--- src/assert_macros.svh ---
// Assertion macros shared by the filter allocator modules.
// No dependencies; each macro expands to one labeled concurrent assertion.
`ifndef ASSERT_MACROS_SVH
`define ASSERT_MACROS_SVH

// Property must hold at every clock edge outside reset.
`define ASSERT_ALWAYS(lbl, clk, rst, prop, msg) \
  lbl: assert property (@(posedge clk) disable iff (rst) (prop)) else $error(msg);

// When cond holds, prop must hold at the next clock edge.
`define ASSERT_NEXT(lbl, clk, rst, cond, prop, msg) \
  lbl: assert property (@(posedge clk) disable iff (rst) (cond) |=> (prop)) else $error(msg);

`endif

--- src/cafa_pkg.sv ---
// Types and constants of the CAN acceptance filter allocator.
// No dependencies; imported by the controller, datapath and top level.
package cafa_pkg;

  localparam int FILTER_SLOTS_DEF = 14;
  localparam int SLOT_W           = 4;

  typedef enum logic [1:0] {
    ST_ADDED  = 2'd0,
    ST_NONE   = 2'd1,
    ST_REPEAT = 2'd2,
    ST_FULL   = 2'd3
  } status_t;

  typedef enum logic [1:0] {
    S_IDLE,
    S_SCAN
  } ctrl_state_t;

  // One filter request; the table stores entries in the same layout.
  typedef struct packed {
    logic       match_dest;
    logic       match_src;
    logic [5:0] dest_type;
    logic [3:0] dest_id;
    logic [5:0] source_type;
    logic [3:0] src_id;
  } req_t;

  typedef struct packed {
    status_t           status;
    logic [SLOT_W-1:0] slot;
    logic [15:0]       id_high;
    logic [15:0]       id_low;
    logic [15:0]       mask_high;
    logic [15:0]       mask_low;
  } res_t;

  // Controller -> datapath commands.
  typedef struct packed {
    logic    load;
    logic    step;
    logic    write_entry;
    logic    emit;
    status_t status;
  } dp_cmd_t;

  // Datapath -> controller status.
  typedef struct packed {
    logic no_match;
    logic repeat_hit;
    logic last;
    logic free_found;
  } dp_stat_t;

endpackage

--- src/cafa_ctrl.sv ---
// Controller FSM of the filter allocator: sequences the table scan.
// Depends on cafa_pkg and assert_macros.svh.
`include "assert_macros.svh"

module cafa_ctrl (
  input  logic               clk,
  input  logic               rst,
  input  logic               start,
  output logic               busy,
  input  cafa_pkg::dp_stat_t stat,
  output cafa_pkg::dp_cmd_t  cmd
);
  import cafa_pkg::*;

  ctrl_state_t state, state_next;

  always_ff @(posedge clk) begin
    if (rst) begin
      state <= S_IDLE;
    end else begin
      state <= state_next;
    end
  end

  always_comb begin
    state_next = state;
    cmd        = '0;
    cmd.status = ST_ADDED;
    unique case (state)
      S_IDLE: begin
        if (start) begin
          if (stat.no_match) begin
            // refused at once, fields all zero
            cmd.emit   = 1'b1;
            cmd.status = ST_NONE;
          end else begin
            cmd.load   = 1'b1;
            state_next = S_SCAN;
          end
        end
      end
      S_SCAN: begin
        if (stat.repeat_hit) begin
          cmd.emit   = 1'b1;
          cmd.status = ST_REPEAT;
          state_next = S_IDLE;
        end else if (stat.last) begin
          cmd.emit   = 1'b1;
          state_next = S_IDLE;
          if (stat.free_found) begin
            cmd.write_entry = 1'b1;
            cmd.status      = ST_ADDED;
          end else begin
            cmd.status = ST_FULL;
          end
        end else begin
          cmd.step = 1'b1;
        end
      end
      default: state_next = S_IDLE;
    endcase
  end

  assign busy = (state != S_IDLE);

  `ASSERT_ALWAYS(a_write_only_on_add, clk, rst,
    !cmd.write_entry || (cmd.emit && cmd.status == ST_ADDED), "write without add result")
  `ASSERT_ALWAYS(a_load_only_idle, clk, rst,
    !cmd.load || (state == S_IDLE && start), "load outside accepted start")
  `ASSERT_NEXT(a_emit_frees, clk, rst, cmd.emit, !busy, "still busy after result")

endmodule

--- src/cafa_dp.sv ---
// Datapath of the filter allocator: request latch, filter table, scan
// index, bus format register and result register. Depends on cafa_pkg.
`include "assert_macros.svh"

module cafa_dp #(
  parameter int FILTER_SLOTS = cafa_pkg::FILTER_SLOTS_DEF
) (
  input  logic               clk,
  input  logic               rst,
  input  cafa_pkg::req_t     request,
  input  logic               cfg_wr_en,
  input  logic               cfg_wr_data,
  input  cafa_pkg::dp_cmd_t  cmd,
  output cafa_pkg::dp_stat_t stat,
  output logic               done,
  output cafa_pkg::res_t     result
);
  import cafa_pkg::*;

  localparam int IDX_W = (FILTER_SLOTS > 1) ? $clog2(FILTER_SLOTS) : 1;

  localparam logic [15:0] MKH_BASE  = 16'hE000;
  localparam logic [15:0] MKL_BASE  = 16'h0006;
  localparam logic [15:0] MKH_D_F0  = 16'hFFE0;
  localparam logic [15:0] MKH_S_F0  = 16'h001F;
  localparam logic [15:0] MKL_S_F0  = 16'hE000;
  localparam logic [15:0] MKH_D_F1  = 16'hFFF0;
  localparam logic [15:0] MKH_S_F1  = 16'h000F;
  localparam logic [15:0] MKL_S_F1  = 16'hF800;

  req_t             req_q;
  req_t             tbl [FILTER_SLOTS];
  logic [IDX_W-1:0] idx;
  logic [IDX_W-1:0] free_idx;
  logic             free_vld;
  logic             bus_format;

  req_t             cur;
  logic             cur_free;
  logic             same;
  logic [IDX_W-1:0] wr_idx;
  res_t             res_next;

  assign cur      = tbl[idx];
  assign cur_free = !cur.match_dest && !cur.match_src;

  // Only entries with identical flags are candidates; unmatched fields ignored.
  always_comb begin
    same = (cur.match_dest == req_q.match_dest) && (cur.match_src == req_q.match_src);
    if (req_q.match_dest &&
        (cur.dest_type != req_q.dest_type || cur.dest_id != req_q.dest_id)) begin
      same = 1'b0;
    end
    if (req_q.match_src &&
        (cur.source_type != req_q.source_type || cur.src_id != req_q.src_id)) begin
      same = 1'b0;
    end
  end

  assign wr_idx = free_vld ? free_idx : idx;

  assign stat.no_match   = !request.match_dest && !request.match_src;
  assign stat.repeat_hit = same;
  assign stat.last       = (idx == IDX_W'(FILTER_SLOTS - 1));
  assign stat.free_found = free_vld || cur_free;

  always_comb begin
    res_next = '0;
    res_next.status = cmd.status;
    if (cmd.status == ST_ADDED) begin
      res_next.slot      = SLOT_W'(wr_idx);
      res_next.mask_high = MKH_BASE;
      res_next.mask_low  = MKL_BASE;
      if (!bus_format) begin
        res_next.id_high = {3'b101, req_q.dest_type[3:0], req_q.dest_id,
                            req_q.source_type[3:0], req_q.src_id[3]};
        res_next.id_low  = {req_q.src_id[2:0], 13'h0004};
        if (req_q.match_dest) res_next.mask_high = res_next.mask_high | MKH_D_F0;
        if (req_q.match_src) begin
          res_next.mask_high = res_next.mask_high | MKH_S_F0;
          res_next.mask_low  = res_next.mask_low | MKL_S_F0;
        end
      end else begin
        res_next.id_high = {3'b001, req_q.dest_type, req_q.dest_id[2:0],
                            req_q.source_type[5:2]};
        res_next.id_low  = {req_q.source_type[1:0], req_q.src_id[2:0], 11'h004};
        if (req_q.match_dest) res_next.mask_high = res_next.mask_high | MKH_D_F1;
        if (req_q.match_src) begin
          res_next.mask_high = res_next.mask_high | MKH_S_F1;
          res_next.mask_low  = res_next.mask_low | MKL_S_F1;
        end
      end
    end
  end

  always_ff @(posedge clk) begin
    if (rst) begin
      for (int i = 0; i < FILTER_SLOTS; i++) begin
        tbl[i] <= '0;
      end
      bus_format <= 1'b1;
      done       <= 1'b0;
      free_vld   <= 1'b0;
      idx        <= '0;
    end else begin
      done <= cmd.emit;
      if (cfg_wr_en) bus_format <= cfg_wr_data;
      if (cmd.load) begin
        idx      <= '0;
        free_vld <= 1'b0;
      end else if (cmd.step) begin
        idx <= idx + 1'b1;
        if (cur_free && !free_vld) begin
          free_vld <= 1'b1;
          free_idx <= idx;
        end
      end
      if (cmd.write_entry) tbl[wr_idx] <= req_q;
    end
  end

  // payload registers
  always_ff @(posedge clk) begin
    if (cmd.load) req_q <= request;
    if (cmd.emit) result <= res_next;
  end

  `ASSERT_ALWAYS(a_refused_zero, clk, rst,
    !done || result.status == ST_ADDED ||
    (result.slot == '0 && result.id_high == '0 && result.mask_high == '0),
    "refused result carries nonzero fields")
  `ASSERT_ALWAYS(a_write_free_slot, clk, rst,
    !cmd.write_entry || (!tbl[wr_idx].match_dest && !tbl[wr_idx].match_src),
    "entry written over a used slot")
  `ASSERT_ALWAYS(a_added_has_flags, clk, rst,
    !done || result.status != ST_ADDED || result.mask_high != MKH_BASE,
    "added filter matches on nothing")

endmodule

--- src/can_acceptance_filter_allocator_unit.sv ---
// Top level of the CAN acceptance filter allocator: controller plus datapath.
// Depends on cafa_pkg, cafa_ctrl and cafa_dp.
//
//  channel   ports                     handshake
//  --------  ------------------------  ---------------------------------
//  request   start, busy, request      transfer when start && !busy
//  result    done, result              one-cycle strobe, no stall
//  config    cfg_wr_en, cfg_wr_data    write when cfg_wr_en
//
// A request with no match flag returns its result the cycle after start.
// Otherwise busy stays high while the scan visits the slots in order: up to the
// last slot when no repeat is found, stopping early when a repeat is found;
// the result appears in the cycle after the last scan step, busy already low.
// Reset (rst, synchronous) frees all slots and sets bus_format to 1.
// The receiver cannot stall; each result is valid for exactly one cycle.
module can_acceptance_filter_allocator_unit #(
  parameter int FILTER_SLOTS = cafa_pkg::FILTER_SLOTS_DEF
) (
  input  logic           clk,
  input  logic           rst,
  input  logic           start,
  output logic           busy,
  input  cafa_pkg::req_t request,
  input  logic           cfg_wr_en,
  input  logic           cfg_wr_data,
  output logic           done,
  output cafa_pkg::res_t result
);
  import cafa_pkg::*;

  dp_cmd_t  cmd;
  dp_stat_t stat;

  cafa_ctrl u_ctrl (
    .clk   (clk),
    .rst   (rst),
    .start (start),
    .busy  (busy),
    .stat  (stat),
    .cmd   (cmd)
  );

  cafa_dp #(
    .FILTER_SLOTS (FILTER_SLOTS)
  ) u_dp (
    .clk         (clk),
    .rst         (rst),
    .request     (request),
    .cfg_wr_en   (cfg_wr_en),
    .cfg_wr_data (cfg_wr_data),
    .cmd         (cmd),
    .stat        (stat),
    .done        (done),
    .result      (result)
  );

endmodule

--- config.mk ---
export PLATFORM = sky130hd
export DESIGN_NAME = can_acceptance_filter_allocator_unit
export DESIGN_NICKNAME = d
export VERILOG_FILES = /design/src/cafa_pkg.sv /design/src/cafa_ctrl.sv /design/src/cafa_dp.sv /design/src/can_acceptance_filter_allocator_unit.sv
export VERILOG_INCLUDE_DIRS = /design/src /design/src/src
export SDC_FILE = /design/constraint.sdc
export NUM_CORES = 1
export LEC_CHECK = 0
export BUFFER_PORTS_ARGS = -buffer_cell sky130_fd_sc_hd__buf_2
export CAP_MARGIN = 10
export CORE_AREA = 2 2 192 194
export CTS_BUF_LIST = sky130_fd_sc_hd__clkbuf_8
export DETAILED_ROUTE_END_ITERATION = 10
export DIE_AREA = 0 0 194 196
export PLACE_DENSITY_LB_ADDON = 0.12
export SLEW_MARGIN = 20
export SYNTH_ARGS = -nofsm -noshare
export SYNTH_HDL_FRONTEND = slang
export SYNTH_SLANG_ARGS = --single-unit
--- constraint.sdc ---
create_clock -name clk -period 14.48 [get_ports clk]
set_clock_uncertainty 0.2 [all_clocks]
set_input_delay 2.896 -clock clk [delete_from_list [all_inputs] [get_ports clk]]
set_output_delay 2.896 -clock clk [all_outputs]
set_load 0.05 [all_outputs]
==> qor.yml <==
die_height_um: 196
wl_per_cell_um: 25.9
tritoncts: "built"
finalCritPeriodShare_pct: 41.3
design_area_um2: 21500
synth.yosys.warnings: 0
setup_violations: 0
postCtsSetupBuffers: 0
ant_nets: 0
grt_max_degree: 56
area_growth_pct: 9.63
drtIter0Drc: 918
hold_ws_ns: 0.417
grt_use_total_pct: 25.6
power_density_nw_per_um2: 120
wl_um: 48100
die_x_um: 194
path_cells: "buf_4 -> mux4_2 -> mux2i_1 -> mux2i_1 -> xnor2_1 -> o2111ai_1 -> a2111oi_4 -> o21a_4 -> nor4_4 -> or2_1"
drt_first_pass_iters: 5
hold_viol: 0
cp_data_arrival_time_ns: 5.99
start_util_pct: 54.3
drv_cap: 0
avgSynthCellArea_um2: 15.5
ys_ff_latch: 420
critical_path.max_fanout: 45
grt_setup_unrepaired: "no"
ir_drop_uv: 81.3
h-tree-depth: 3
gp_congestion: 0.804
viasPerCell: 5.86
worst_path_max_delay_cell: "nor4_4"
crit_path_frequent_cell: "mux2i_1"
clockBufferDepth: 3
hold_path.class: "flip-flop to flip-flop"
cts_sinks: 420
cts_buffers: 73
rows: 70
layout_commonest_cell: "edfxtp_1"
maxSlewViolCount: 0
layout-drive-gt1-share_pct: 23.7
drc_errors: 0
synth_edf_count: 408
status: "completed"
grt_pass1_wl_um: 71200
antenna_found_initial: 0
worst_pin_slew_ns: 1.15
hpwl_um: 29900
p_leak_uw: 0.00767
nets: 1362
mostFrequentLayoutCells: "408 x edfxtp_1, 311 x and2_1, 82 x mux4_2, 78 x buf_2, 76 x mux2i_1"
cp-end-kind: "flip-flop"
ios: 99
max_freq_mhz: 167
overflow: 0
core_area_um2: 36100
synthCells: 1267
final_cells: 1858
synthDistinctLibCells: 58
cts-root-buf: "clkbuf_8"
cp-start-kind: "flip-flop"
synth-async-reset-ratio_pct: 0
cts_resized: 0
totalPowerFinal_uw: 2580
critPathKind: "flip-flop to flip-flop"
num_vias: 10900
post_dp_cell_area_um2: 20100
grt_pass1_vias: 10700
fin_crit_ns: 5.98
cpPeakStageDelay_ns: 0.97
required_ns: 14.49
slew_headroom_pct: 22.8
path_clk_slew_ns: 0.06
tns_ns: 0
synth_area_um2: 19600
hold_buffers: 0
port-buffer-count: 78
dp.cells: 1720
synth-main-ff-cell: "edfxtp_1"
antenna-diode-count: 0
clk_latency_ns: 0.63
ys_seq_area_share_pct: 63.7
design.die.area_um2: 38000
==> critical path: cells and delay by family (launching register included) <==
kind	cells	cell delay, ns
simple gates	2	1.91
mux	3	1.00
flops	1	0.86
buf+inv	1	0.73
compound gates	3	0.60
xor+xnor	1	0.17
==> cell usage after synthesis, drive strengths merged, types with 12 or more instances <==
library cell    n  area [µm²]
xnor2          15         131
a21oi          12        60.1
nor3           31         155
xor2           14         123
nor2           21        78.8
edfxtp        408       12300
nand2          19        71.3
or2            15        93.8
and2          311        1950
buf           106         753
mux4           82        1850
nor4           16         275
mux2i          76         761
clkbuf         43         161
dfxtp          12         240
==> final cells by class <==
class,instances,area [µm²]
clock buffer,74,1020
inverter,5,18.8
fill,2813,14600
timing repair buffer,121,751
clock inverter,58,278
multi-input combinational,712,6340
tap,468,586
sequential,420,12500
==> per-stage QoR <==
step	utilization (%)	setup slack, ns
2_1_floorplan	-	8.10
3_3_place_gp	55.6	8.13
3_5_place_dp	55.7	8.04
4_1_cts	59.3	8.16
5_1_grt	59.6	8.18
6_report	59.6	8.50
==> worst paths after layout <==
path | start | endpoint | slack [ns] | depth (start not counted)
max | flip-flop | u_dp.tbl[5][13] | 8.50 | 10
min | u_dp.idx[1] | u_dp.free_idx[1] | 0.42 | 0
max reg2reg | flip-flop | u_dp.tbl[5][13] | 8.50 | 10
min reg2reg | u_dp.idx[1] | u_dp.free_idx[1] | 0.42 | 0
==> state kept, by name, indices dropped and copies added (netlist names), named ones only <==
| register | flops |
|---|---|
| u_dp.tbl | 352 |
| u_dp.result | 30 |
| u_dp.req_q | 22 |
| u_dp.free_idx | 4 |
| u_dp.idx | 4 |
| u_ctrl.state | 1 |
| u_dp.bus_format | 1 |
| u_dp.done | 1 |
| u_dp.free_vld | 1 |
==> kinds of logic (layout without fill, tap and decap cells) <==
group                      count (synthesis)  after routing  synth area share (%)
other                                      1             20                0.0191
and+or+nand+nor                          443            443                  14.4
buffers and inverters                    154            258                  4.76
muxes                                    158            158                  13.3
AOI/OAI and AO/OA                         60             60                  2.39
DFF                                      420            420                  63.7
adders and majority gates                  2              2                 0.128
xor gates and xnor gates                  29             29                  1.30
==> power by group <==
part | internal (µW) | leakage [µW] | total (µW) | switching, µW
registers | 1370 | 0.00420 | 1400 | 26.3
clock network | 496 | 0.000762 | 982 | 487
logic | 62.9 | 0.00271 | 197 | 135
total | 1930 | 0.00767 | 2580 | 648
==> layer usage <==
metal | global-route usage [%] | routed length, µm
met1 | 38.7 | 21500
met2 | 38.6 | 22200
met3 | 5.60 | 3820
met4 | 5.53 | 571
met5 | 0 | 0
Note: power is estimated with default switching activity, not from simulation.
